==> config.mk <==
export PLATFORM = sky130hd
export DESIGN_NAME = segment_limit_type_checker_unit
export DESIGN_NICKNAME = d
export VERILOG_FILES = /design/src/design/slct_pkg.sv /design/src/design/slct_desc_ram.sv /design/src/design/slct_check.sv /design/src/design/segment_limit_type_checker_unit.sv
export SDC_FILE = /design/constraint.sdc
export NUM_CORES = 1
export LEC_CHECK = 0
export BUFFER_PORTS_ARGS = -buffer_cell sky130_fd_sc_hd__buf_2
export CAP_MARGIN = 20
export CORE_ASPECT_RATIO = 0.75
export CORE_MARGIN = 3
export CORE_UTILIZATION = 30
export DETAILED_ROUTE_END_ITERATION = 10
export PLACE_DENSITY = 0.46
export SETUP_SLACK_MARGIN = 0.1
export SLEW_MARGIN = 40
export SYNTH_ARGS = -nofsm -noshare
export SYNTH_HDL_FRONTEND = slang
export SYNTH_HIERARCHICAL = 1
export SYNTH_SLANG_ARGS = --single-unit
==> constraint.sdc <==
create_clock -name i_clk -period 9.9 [get_ports i_clk]
set_input_delay 1.485 -clock i_clk [delete_from_list [all_inputs] [get_ports i_clk]]
set_output_delay 1.485 -clock i_clk [all_outputs]
set_load 0.02 [all_outputs]
==> src/design/slct_pkg.sv <==
// Shared types, codes and helpers for the segment limit and type checker.
package slct_pkg;

    localparam int NUM_SEGMENTS = 6;
    localparam int ADDR_W       = $clog2(NUM_SEGMENTS);

    // action codes
    localparam logic [1:0] ACT_CHECK = 2'd0;
    localparam logic [1:0] ACT_LOAD  = 2'd1;
    localparam logic [1:0] ACT_NEXT  = 2'd2;

    // segment codes
    localparam logic [2:0] SEG_CS   = 3'd0;
    localparam logic [2:0] SEG_SS   = 3'd1;
    localparam logic [2:0] SEG_NONE = 3'd7;

    // access kinds
    localparam logic [1:0] KIND_WRITE = 2'd0;
    localparam logic [1:0] KIND_READ  = 2'd1;
    localparam logic [1:0] KIND_FETCH = 2'd2;
    localparam logic [1:0] KIND_RSVD  = 2'd3;

    // cpu modes
    localparam logic [1:0] MODE_REAL = 2'd0;
    localparam logic [1:0] MODE_PROT = 2'd1;
    localparam logic [1:0] MODE_V86  = 2'd2;

    localparam logic [31:0] REAL_OFF_MAX = 32'h0000_FFFF;
    localparam logic [31:0] EXPD_MAX_BYTE = 32'h0000_FFFF;
    localparam logic [31:0] EXPD_MAX_PAGE = 32'hFFFF_FFFF;
    localparam logic [11:0] PAGE_FILL     = 12'hFFF;

    // access byte bit positions
    localparam int ACC_S    = 4;
    localparam int ACC_EXEC = 3;
    localparam int ACC_EC   = 2;
    localparam int ACC_WR   = 1;

    typedef struct packed {
        logic [1:0]  action;
        logic [2:0]  segment;
        logic [15:0] selector;
        logic [31:0] offset;
        logic [1:0]  access_kind;
        logic [31:0] desc_base;
        logic [19:0] desc_limit;
        logic        desc_granular;
        logic [7:0]  desc_access;
    } t_item;

    typedef struct packed {
        logic        fault;
        logic [15:0] error_code;
        logic [31:0] segment_base;
    } t_result;

    typedef struct packed {
        logic [31:0] base;
        logic [19:0] limit;
        logic        granular;
        logic [7:0]  access;
    } t_desc;

    typedef struct packed {
        logic set_pending;
        logic clr_pending;
    } t_chk_ctl;

    function automatic logic seg_is_none(input logic [2:0] seg);
        return (seg == SEG_NONE) || ({29'd0, seg} >= 32'(NUM_SEGMENTS));
    endfunction

endpackage

==> src/design/slct_desc_ram.sv <==
// Descriptor cache: synchronous memory with per-entry valid bits.
module slct_desc_ram
    import slct_pkg::*;
(
    input  logic              i_clk,
    input  logic              i_rst_n,
    input  logic              i_wr_en,
    input  logic [ADDR_W-1:0] i_wr_addr,
    input  t_desc             i_wr_data,
    input  logic              i_rd_en,
    input  logic [ADDR_W-1:0] i_rd_addr,
    output t_desc             o_rd_data
);

    t_desc                   r_mem [NUM_SEGMENTS];
    logic [NUM_SEGMENTS-1:0] r_vld;
    t_desc                   r_rd_data;
    logic                    r_rd_vld;

    always_ff @(posedge i_clk) begin
        if (i_wr_en) begin
            r_mem[i_wr_addr] <= i_wr_data;
        end
        if (i_rd_en) begin
            r_rd_data <= r_mem[i_rd_addr];
        end
    end

    // valid bits make a never-written entry read as zero
    always_ff @(posedge i_clk) begin
        if (!i_rst_n) begin
            r_vld    <= '0;
            r_rd_vld <= 1'b0;
        end else begin
            if (i_wr_en) begin
                r_vld[i_wr_addr] <= 1'b1;
            end
            if (i_rd_en) begin
                r_rd_vld <= r_vld[i_rd_addr];
            end
        end
    end

    assign o_rd_data = r_rd_vld ? r_rd_data : '0;

endmodule

==> src/design/slct_check.sv <==
// Mode, type and limit checks on one word against its cached descriptor.
module slct_check
    import slct_pkg::*;
(
    input  t_item      i_item,
    input  t_desc      i_desc,
    input  logic [1:0] i_mode,
    input  logic       i_pending,
    output t_result    o_result,
    output t_chk_ctl   o_ctl
);

    logic        none;
    logic        realish;
    logic        s_bit, ex_bit, ec_bit, wr_bit;
    logic        is_read;
    logic        type_bad;
    logic        limit_bad;
    logic        prot_bad;
    logic [31:0] limit;
    logic [31:0] upper;
    logic [31:0] real_base;

    always_comb begin
        none      = seg_is_none(i_item.segment);
        realish   = (i_mode == MODE_REAL) || (i_mode == MODE_V86);
        s_bit     = i_desc.access[ACC_S];
        ex_bit    = i_desc.access[ACC_EXEC];
        ec_bit    = i_desc.access[ACC_EC];
        wr_bit    = i_desc.access[ACC_WR];
        is_read   = (i_item.access_kind == KIND_READ) || (i_item.access_kind == KIND_RSVD);
        real_base = {12'd0, i_item.selector, 4'd0};

        type_bad = 1'b0;
        // null selector on a data segment register
        if (i_item.segment != SEG_CS && i_item.segment != SEG_SS
                && i_item.selector[15:3] == 13'd0) begin
            type_bad = 1'b1;
        end
        if (i_item.segment == SEG_CS && i_item.access_kind == KIND_FETCH
                && !(ex_bit && s_bit)) begin
            type_bad = 1'b1;
        end
        if (i_item.access_kind == KIND_WRITE && s_bit && (ex_bit || !wr_bit)) begin
            type_bad = 1'b1;
        end
        if (is_read && s_bit && ex_bit && !wr_bit) begin
            type_bad = 1'b1;
        end

        limit = i_desc.granular ? {i_desc.limit, PAGE_FILL} : {12'd0, i_desc.limit};
        upper = i_desc.granular ? EXPD_MAX_PAGE : EXPD_MAX_BYTE;
        if (s_bit && !ex_bit && ec_bit) begin
            // expand-down data
            limit_bad = (i_item.offset <= limit) || (i_item.offset > upper);
        end else begin
            limit_bad = i_item.offset > limit;
        end
        prot_bad = type_bad || limit_bad;

        o_result = '0;
        o_ctl    = '0;
        case (i_item.action)
            ACT_CHECK: begin
                o_result.segment_base = (none || realish) ? real_base : i_desc.base;
                if (none) begin
                    o_result.fault = 1'b0;
                end else if (i_pending) begin
                    o_result.fault = 1'b1;
                end else if (realish) begin
                    o_result.fault = i_item.offset > REAL_OFF_MAX;
                end else if (prot_bad) begin
                    o_result.fault      = 1'b1;
                    o_result.error_code = i_item.selector;
                    o_ctl.set_pending   = 1'b1;
                end
            end
            ACT_NEXT: begin
                o_ctl.clr_pending = 1'b1;
            end
            default: begin
                o_result = '0;
            end
        endcase
    end

endmodule

==> src/design/segment_limit_type_checker_unit.sv <==
// Segment limit and type checker, top level.
// An accepted word is checked in the check state; its result is registered, with o_valid, as the state returns to idle.
// No new word is accepted while busy; busy covers the check state, in which the descriptor memory read data is used.
// The result strobe lasts one cycle and cannot be stalled by the receiver.
// Reset (sync, active low) clears mode, sticky fault, cache valid bits and control.
module segment_limit_type_checker_unit
    import slct_pkg::*;
(
    input  logic       i_clk,
    input  logic       i_rst_n,
    input  logic       start,
    output logic       busy,
    input  t_item      i_item,
    output logic       o_valid,
    output t_result    o_result,
    input  logic       i_cfg_we,
    input  logic [1:0] i_cfg_data
);

    localparam logic ST_IDLE  = 1'b0;
    localparam logic ST_CHECK = 1'b1;

    logic       r_state, n_state;
    logic       r_pending, n_pending;
    logic [1:0] r_mode;
    logic       r_valid;
    t_item      r_item;
    t_result    r_result;

    logic       accept;
    logic       item_none;
    t_desc      wr_desc;
    t_desc      rd_desc;
    t_result    chk_result;
    t_chk_ctl   chk_ctl;

    assign busy      = (r_state == ST_CHECK);
    assign accept    = start && !busy;
    assign item_none = seg_is_none(i_item.segment);

    assign wr_desc.base     = i_item.desc_base;
    assign wr_desc.limit    = i_item.desc_limit;
    assign wr_desc.granular = i_item.desc_granular;
    assign wr_desc.access   = i_item.desc_access;

    // Loads write at the accept edge; the read for the next word cannot come
    // before the check state has passed, so no forwarding is needed.
    slct_desc_ram u_ram (
        .i_clk     (i_clk),
        .i_rst_n   (i_rst_n),
        .i_wr_en   (accept && i_item.action == ACT_LOAD && !item_none),
        .i_wr_addr (i_item.segment[ADDR_W-1:0]),
        .i_wr_data (wr_desc),
        .i_rd_en   (accept && i_item.action == ACT_CHECK && !item_none),
        .i_rd_addr (i_item.segment[ADDR_W-1:0]),
        .o_rd_data (rd_desc)
    );

    slct_check u_check (
        .i_item    (r_item),
        .i_desc    (rd_desc),
        .i_mode    (r_mode),
        .i_pending (r_pending),
        .o_result  (chk_result),
        .o_ctl     (chk_ctl)
    );

    always_comb begin
        n_state   = r_state;
        n_pending = r_pending;
        case (r_state)
            ST_IDLE: begin
                if (accept) begin
                    n_state = ST_CHECK;
                end
            end
            ST_CHECK: begin
                n_state = ST_IDLE;
                if (chk_ctl.set_pending) begin
                    n_pending = 1'b1;
                end else if (chk_ctl.clr_pending) begin
                    n_pending = 1'b0;
                end
            end
            default: begin
                n_state = ST_IDLE;
            end
        endcase
    end

    always_ff @(posedge i_clk) begin
        if (!i_rst_n) begin
            r_state   <= ST_IDLE;
            r_pending <= 1'b0;
            r_mode    <= MODE_REAL;
            r_valid   <= 1'b0;
        end else begin
            r_state   <= n_state;
            r_pending <= n_pending;
            r_valid   <= (r_state == ST_CHECK);
            if (i_cfg_we) begin
                r_mode <= i_cfg_data;
            end
        end
    end

    // payload registers
    always_ff @(posedge i_clk) begin
        if (accept) begin
            r_item <= i_item;
        end
        if (r_state == ST_CHECK) begin
            r_result <= chk_result;
        end
    end

    assign o_valid  = r_valid;
    assign o_result = r_result;

endmodule
Word-level counts from Yosys, hierarchy flattened
Memories as Yosys holds them, arrays and structs flattened. A register that Yosys moved wholly into a read port is not among the register bits.
Index checks and enable logic that the tools add are counted.

cells by class
  equal/unequal tests = 9
  reductions and logical operators = 43
  bitwise gates (word level) = 5
  magnitude comparators = 8
  muxes and demuxes = 28

operators by type and width
  kind                    number
  $gt A32 B32 Y1          2
  $mux W32                2
  $mux W49                1
  $gt A32 B16 Y1 const B  1
  $le A32 B32 Y1          1
  $mux W1                 20
  $mux W20                1
  $logic_and A1 B1 Y1     18
  $mux W17                1
  $logic_not A13 Y1       1
  $eq A2 B2 Y1 const B    4
  $logic_not A2 Y1        4
  $logic_or A1 B1 Y1      8
  $eq A3 B3 Y1 const B    2
  $ge A3 B3 Y1 const B    2
  $or A6 B6 Y6            1
  $logic_not A1 Y1        5
  $reduce_or A5 Y1        1
  $eq A2 B1 Y1 const B    2
  $lt A3 B4 Y1 const B    1
  $not A1 Y1              4
  $bmux W1 S3             1
  $demux W1 S3            1
  $ge A3 B1 Y1 const B    1
  8 further kinds         8

word-level totals
  register bits after elaboration = 116
  input port bits = 122
  memories kept = 1
  word-level logic and storage cells = 109
  memory bits (writable) = 366

memories
  name         words  bits a word  read ports  clocked after memory_dff  write ports  line                 text
  u_ram.r_mem  6      61           1           1                         1            slct_desc_ram.sv:15  t_desc r_mem [NUM_SEGMENTS];

Longest topological paths before layout
Gate-level depths: netlist (run 1).

  depth after elaboration = 15
  mapped depth = 16
  mapped depth without buffers = 12

Hierarchy
The synthesis (run 1) kept the hierarchy.

by module, submodules not included
  module                           times used  cells an instance  area an instance (um^2)  seq. area each (um^2)
  slct_desc_ram                    1           803                16,538.4                 12,962.4
  segment_limit_type_checker_unit  1           184                5,166.2                  5,054.8
  slct_check                       1           291                2,040.7                  0.0

Least setup slack after synthesis (run 1)
Ideal clock, no wire load.

  path type = input to register
  start = in i_item[115] in the netlist's numbering
  end = mem u_ram/r_mem[4][0] in the netlist's numbering (enable)
  stages = 4
  data arrival time = 6.609 ns
  library setup time = 0.571 ns
  buffers on the path = 0
  setup slack = 2.720 ns
  cells stage by stage = nand2b_1 a2111oi_2 nand2b_1 nor3b_1

on the way
  longest elaborated chain between the ends = 5

ends and longest elaborated chain
  what                               line                                   text
  start, declared                    segment_limit_type_checker_unit.sv:13  input t_item i_item,
  $eq A2 B1 Y1                       segment_limit_type_checker_unit.sv:51  .i_wr_en (accept && i_item.action == ACT_LOAD && !item_none),
  $logic_and A1 B1 Y1 (2 in series)  segment_limit_type_checker_unit.sv:51
  $mux W1                            slct_desc_ram.sv:21                    if (i_wr_en) begin
  $mux W1 (not written as such)      slct_desc_ram.sv:22                    r_mem[i_wr_addr] <= i_wr_data;
  end, declared                      slct_desc_ram.sv:15

Every way passes these cells.

Worst setup path in the final report (run 1)
  start = in i_item[111] in the netlist's numbering
  end = mem u_ram/r_mem[5][24] in the netlist's numbering (enable)

on the way
  longest elaborated chain between the ends = 6
  elaborated cells between the ends (all ways) = 7
  classes of those cells = order compare: 1; eq/ne: 1; mux: 2; reduce/logical: 3

ends and longest elaborated chain
  what                                                 line                                   text
  $ge A3 B3 Y1 / $eq A3 B3 Y1 (equally long branches)  slct_pkg.sv:70                         return (seg == SEG_NONE) || ({29'd0, seg} >= 32'(NUM_SEGMENTS));
  $logic_or A1 B1 Y1                                   slct_pkg.sv:70
  $logic_not A1 Y1                                     segment_limit_type_checker_unit.sv:51
  $logic_and A1 B1 Y1                                  segment_limit_type_checker_unit.sv:51
  $mux W1                                              slct_desc_ram.sv:21
  $mux W1 (not written as such)                        slct_desc_ram.sv:22

Parallel ways exist; a longest one is shown, timed or not.

==> results of run 1 <==
[registers in the layout (all words and copies together) (netlist names)]
name             flops
u_ram/r_rd_vld       1
r_mode               1
o_valid              1
r_item              55
o_result            49
u_ram/r_rd_data     57
busy                 1
u_ram/r_mem        342
u_ram/r_vld          6
r_pending            1
[final timing paths]
path,from,to,slack [ns],depth (start not counted)
worst max-delay path,i_item[111],u_ram/r_mem[5][24],6.02,4
worst max register to register,u_ram/r_rd_vld,o_result[38],6.09,12
worst min-delay path,u_ram/r_vld[2],u_ram/r_vld[2],0.46,1
worst min register to register,u_ram/r_vld[2],u_ram/r_vld[2],0.46,1
[report_power, final]
group / leakage, nW / total [mW] / switching (mW) / internal, mW
clock: 0.786 / 1.89 / 0.823 / 1.07
sequential: 4.69 / 2.45 / 0.0190 / 2.43
combinational: 2.91 / 0.230 / 0.143 / 0.0869
[area by class of cell]
class                           count  area [µm²]  share of cell area, %
Sequential cell                   514       15330                  62.94
Multi-Input combinational cell    593        5192                  21.32
Clock buffer                       65        1350                  5.544
Tap cell                          892        1116                  4.583
Timing Repair Buffer              192        1071                  4.398
Clock inverter                     28       266.5                  1.094
Inverter                            5       18.77                0.07707
Antenna cell                        4       10.01                0.04110
[worst max-delay path, stage by stage]
cell and delay [ns]:
buf_6 0.35, buf_4 0.75, and4b_4 0.84, buf_4 0.57
[through the flow]
step                      utilization (%)  cell area (µm²)  power [mW]
after floorplan                         -            20830       2.629
after global placement              33.05            22650       2.722
after detailed placement            33.10            22690       2.727
after CTS                           35.46            24300       4.648
after global routing                35.51            24340       4.758
final                               35.53            24350       4.571
[layer usage]
metal  share of wire (%)  track usage, %
met1                  49           19.56
met2                  45           20.88
met3                 5.1           3.106
met4                 1.7           3.383
met5               0.098               0
[placed cells by master, fill, tap and decap left out, types with 4 or more instances in the layout]
cell	instances
inv_1	5
nor3b_2	10
ha_1	48
nand3_1	8
o21ai_0	5
nor3b_1	7
dfxtp_1	9
buf_6	6
edfxtp_1	503
clkinv_1	11
mux4_1	56
clkbuf_1	13
nor4_1	7
o21a_1	6
clkbuf_16	52
mux2i_1	69
clkinv_2	8
buf_2	165
buf_4	19
nand2b_1	5
a21oi_1	91
nor2_1	76
nand4_1	14
bufinv_16	4
nand2_1	59
diode_2	4
and2_1	75
==> summary.txt, run 1 <==
Outcome
  • Status: completed

Setup path
  • Crit Path Class: in -> reg
  • Worst-path fanout max: 45
  • CP Launch Type: input port
  • Crit end category: flip-flop
  • Worst path arrival time: 4.10 ns
  • Crit path required time: 10.12 ns

Timing
  • Relative slew slack: 45.30%
  • Period utilization: 39.22%
  • Setup TNS: 0 ns
  • Final min period: 3.883 ns
  • Worst clock skew: 0.02660 ns
  • Min Hold Slack: 0.4639 ns
  • Final Hold Fails: 0
  • Worst-margin pin slew: 0.8205 ns
  • Max Clk Rate: 0.2576 GHz
  • # setup viols final: 0
  • Final Slew Violations: 0
  • RSZ-0062 raised after global routing: false
  • Fin worst setup slack: 6.017 ns

Power and ir drop
  • PD cells: 187.7 mW/mm²
  • Max IR drop VDD: 0.0001257 V
  • Static leakage: 8.390 nW

Drt
  • TritonRoute pass-1 iters: 4
  • Vias per cell: 4.717
  • Final wirelength: 49.83 mm
  • DR iter-0 viols: 749
  • Vias: 10.82k
  • DR WL/cell: 21.73 µm
  • Antenna viol nets, final: 0
  • Remaining DRCs: 0

CTS
  • Worst-path clk slew: 0.06 ns
  • Worst-Skew Late Latency: 0.61 ns
  • TritonCTS clock tree: done
  • CTS buffer count: 52
  • CTS max path bufs: 3
  • CTS root buf: clkbuf_16
  • Setup repair bufs after CTS: 0
  • Clock Sink Count: 514
  • Max H-tree Level: 2
  • Post-CTS Resized: 0
  • Hold_buf cts: 0

Finish
  • Layout area overhead: 16.90%
  • Layout filler cell count: 6,535
  • Layout cell share with drive strength beyond 1: 21.33%
  • Final nets: 1,528
  • Final Instance Count excl. Fillers: 2,293

Synth
  • Synthesis Warnings: 6
  • Cells after Synth: 1,166
  • Mean Syn Cell Area: 17.87 µm²
  • Syn nets: 1,336
  • Synth Cell Area: 0.02083 mm²

Global routing
  • Global-route wire length before repair: 72.62 mm
  • Largest net degree at the start of global routing: 73
  • Vias in the first global route: 10.87k
  • Overflow after GRT: 0
  • GRT Total Usage: 13.60%
  • Antenna violations before repair: 9

Die
  • Ports: 173
  • Initial core utilization: 30.39%
  • Die Ht: 234.2 µm
  • Die area: 0.07267 mm²
  • Core footprint: 0.06854 mm²
  • Rows: 83
  • Width of the die: 310.3 µm

Placed design
  • Cells after DPL: 2,194
  • DP Worst Slack: 5.317 ns
  • Routability Congestion: 0.7660
  • Buffers on Ports: 167
  • Post-DP HPWL: 30.38 mm

Min path
  • Kind of path behind the tightest hold check: reg -> reg

Job
  • Max cap viols: 0
(Power assumes the default switching activity.)
==> run 2: changes to the inputs <==
--- a/config.mk
+++ b/config.mk
@@ -11,7 +11,7 @@
 export CORE_MARGIN = 3
 export CORE_UTILIZATION = 30
 export DETAILED_ROUTE_END_ITERATION = 10
-export PLACE_DENSITY = 0.46
+export PLACE_DENSITY = 0.48
 export SETUP_SLACK_MARGIN = 0.1
 export SLEW_MARGIN = 40
 export SYNTH_ARGS = -nofsm -noshare
==> constraint.sdc (replaced) <==
create_clock -name i_clk -period 3.2 [get_ports i_clk]
set_input_delay 0.48 -clock i_clk [delete_from_list [all_inputs] [get_ports i_clk]]
set_output_delay 0.48 -clock i_clk [all_outputs]
set_load 0.02 [all_outputs]
==> summary.txt, run 2 (same netlist as run 1, synthesis figures left out) <==
Outcome
  • Status: completed

Power and ir drop
  • PD cells: 573.9 mW/mm² (+210%)
  • Power, Total: 14.19 mW (+210%)
  • Max IR drop VDD: 0.0003452 V (+170%)
  • Static leakage: 8.534 nW (+1.7%)

Finish
  • Biggest register: u_ram/r_mem
  • Max reg flops: 342 (unchanged)
  • Commonest non-fill, non-tap cell in the layout: edfxtp_1
  • Biggest regs: u_ram/r_mem: 342 flops, u_ram/r_rd_data: 57 flops, r_item: 55 flops
  • Layout cell share with drive strength beyond 1: 22.55% (+1.2 points)
  • Layout area overhead: 18.73%
  • Final nets: 1,539 (+0.72%)
  • Most frequent cells in the layout: 503 x edfxtp_1, 165 x buf_2, 91 x a21oi_1
  • Design area: 0.02473 mm² (+1.6%)
  • Final core utilization: 36.08% (+0.55 points)
  • Final Instance Count excl. Fillers: 2,306 (+0.57%)
  • Layout filler cell count: 6,487 (-0.73%)

Setup path
  • CP Launch Type: flip-flop
  • Crit end category: flip-flop
  • Gate family responsible for the most delay along the worst path: compound AO/OA/AOI/OAI gates
  • Slowest-stage cell, CP: a2111oi_4
  • Cells on worst reg2reg path: 11 (-1)
  • Crit Path Class: reg -> reg
  • Critical path depth: 11 (+7)
  • CP bufs+invs: 2 (-1)
  • CP peak stage delay: 0.43 ns (-0.41 ns)
  • Critical Path, Cell by Cell: and2_4, buf_4, nand2_1, ha_1, and4_1, a221o_1, a2111oi_4, a21oi_4, mux2i_4, buf_12, nor3b_1
  • Crit path required time: 3.51 ns (-6.61 ns)
  • Worst-path fanout max: 16 (-64%)
  • Worst path arrival time: 3.42 ns (-0.68 ns)

Placed design
  • DP Worst Slack: 0.05248 ns (-5.265 ns)
  • Cells after DPL: 2,205 (+0.50%)
  • Buffers on Ports: 167 (unchanged)
  • Routability Congestion: 0.7873 (+2.8%)
  • Post-DP HPWL: 29.80 mm (-1.9%)
  • Post-DP Area: 0.02301 mm² (+1.4%)

Global routing
  • GRT Total Usage: 13.43% (-0.17 points)
  • Global-route wire length before repair: 72.05 mm (-0.79%)
  • Overflow after GRT: 0 (unchanged)
  • Antenna violations before repair: 16 (+7)
  • Vias in the first global route: 11.13k (+2.4%)
  • Largest net degree at the start of global routing: 79 (+8.2%)

Timing
  • Worst clock skew: 0.02152 ns (-0.005087 ns)
  • Relative slew slack: 49.78% (+4.5 points)
  • Final min period: 3.112 ns
  • Final Hold Fails: 0 (unchanged)
  • RSZ-0062 raised after global routing: true
  • Setup TNS: 0 ns (unchanged)
  • Period utilization: 97.24%
  • Max Clk Rate: 0.3214 GHz
  • Fin worst setup slack: 0.08828 ns (-5.929 ns)
  • # setup viols final: 0 (unchanged)
  • Worst-margin pin slew: 0.7534 ns (-0.06712 ns)
  • Final Slew Violations: 0 (unchanged)
  • Min Hold Slack: 0.06490 ns (-0.3990 ns)

CTS
  • CTS root buf: clkbuf_16
  • Worst-path clk slew: 0.06 ns (about the same)
  • CTS max path bufs: 3 (unchanged)
  • Clock Sink Count: 514 (unchanged)
  • CTS buffer count: 51 (-1.9%)
  • Max H-tree Level: 2 (unchanged)
  • Hold_buf cts: 0 (unchanged)
  • TritonCTS clock tree: done
  • Worst-Skew Late Latency: 0.59 ns (-0.02 ns)

Die
  • Rows: 83 (unchanged)
  • Die Ht: 234.2 µm (unchanged)
  • Ports: 173 (unchanged)
  • Core footprint: 0.06854 mm² (unchanged)
  • Width of the die: 310.3 µm (unchanged)
  • Die area: 0.07267 mm² (unchanged)
  • Initial core utilization: 30.39% (unchanged)

Drt
  • Remaining DRCs: 0 (unchanged)
  • Antenna viol nets, final: 0 (unchanged)
  • DR WL/cell: 21.22 µm (-2.3%)
  • Vias per cell: 4.658 (-1.2%)
  • Vias: 10.74k (-0.68%)
  • DR iter-0 viols: 593 (-21%)
  • TritonRoute pass-1 iters: 4 (unchanged)
  • Final wirelength: 48.94 mm (-1.8%)

Min path
  • Hold Path Cell Cnt: 1 (unchanged)
  • Kind of path behind the tightest hold check: in -> reg

Job
  • Max cap viols: 0 (unchanged)
## run 2: changes by cell type in the layout (fill, tap and decap cells not counted), moves of 2 or more
cell,before,now
and2_2,1,3
buf_12,1,17
buf_4,19,17
buf_6,6,2
clkbuf_1,13,11
clkbuf_8,0,3
clkinv_1,11,13
clkinv_8,3,0
dfxtp_2,2,0
dfxtp_4,0,2
nor3_4,0,2
nor3b_1,7,4
nor3b_2,10,12
## run 2: per-layer routing
layer  vias to the layer above  part of all wire [%]  track usage (%)
met5                         -                  0.26                0
met2                       215                    44            20.29
met3                        77                   5.8            3.368
li1                       5034                     -                -
met1                      5398                    49            19.38
met4                        18                   1.8            3.353
## run 2: repair_timing
item,CTS,global route
setup endpoints to repair,17,18
pin swaps,2,4
gates cloned,2,0
resized for setup,1,9
setup buffers,1,0
## run 2: path summary, 6_finish.rpt
| kind | endpoint | slack [ns] | from |
|---|---|---|---|
| min reg2reg | u_ram/r_vld[4] | 0.48 | u_ram/r_vld[4] |
| max reg2reg | o_result[38] | 0.09 | u_ram/r_rd_data[8] |
| max | o_result[38] | 0.09 | u_ram/r_rd_data[8] |
| min | r_item[77] | 0.06 | i_item[77] |
## run 2: worst reg2reg max path: cells and delay by family, from the launching register on
kind | cells | cell delay (ns)
simple gates | 4 | 0.58
flops | 1 | 0.40
buf+inv | 2 | 0.36
compound gates | 3 | 0.95
fa+ha+maj | 1 | 0.29
mux | 1 | 0.25
## run 2: final cells by class
cell class                      instances  area (µm²)  area share, %
Sequential cell                       514       15330          61.99
Inverter                                5       18.77        0.07588
Timing Repair Buffer                  202        1331          5.383
Clock inverter                         27       229.0         0.9258
Tap cell                              892        1116          4.513
Multi-Input combinational cell        595        5286          21.37
Antenna cell                            4       10.01        0.04047
Clock buffer                           67        1409          5.696
## run 2: power breakdown
| part | total (mW) | switching, mW | internal (mW) |
|---|---|---|---|
| sequential | 7.58 | 0.0682 | 7.51 |
| combinational | 0.723 | 0.434 | 0.289 |
| clock | 5.89 | 2.48 | 3.41 |
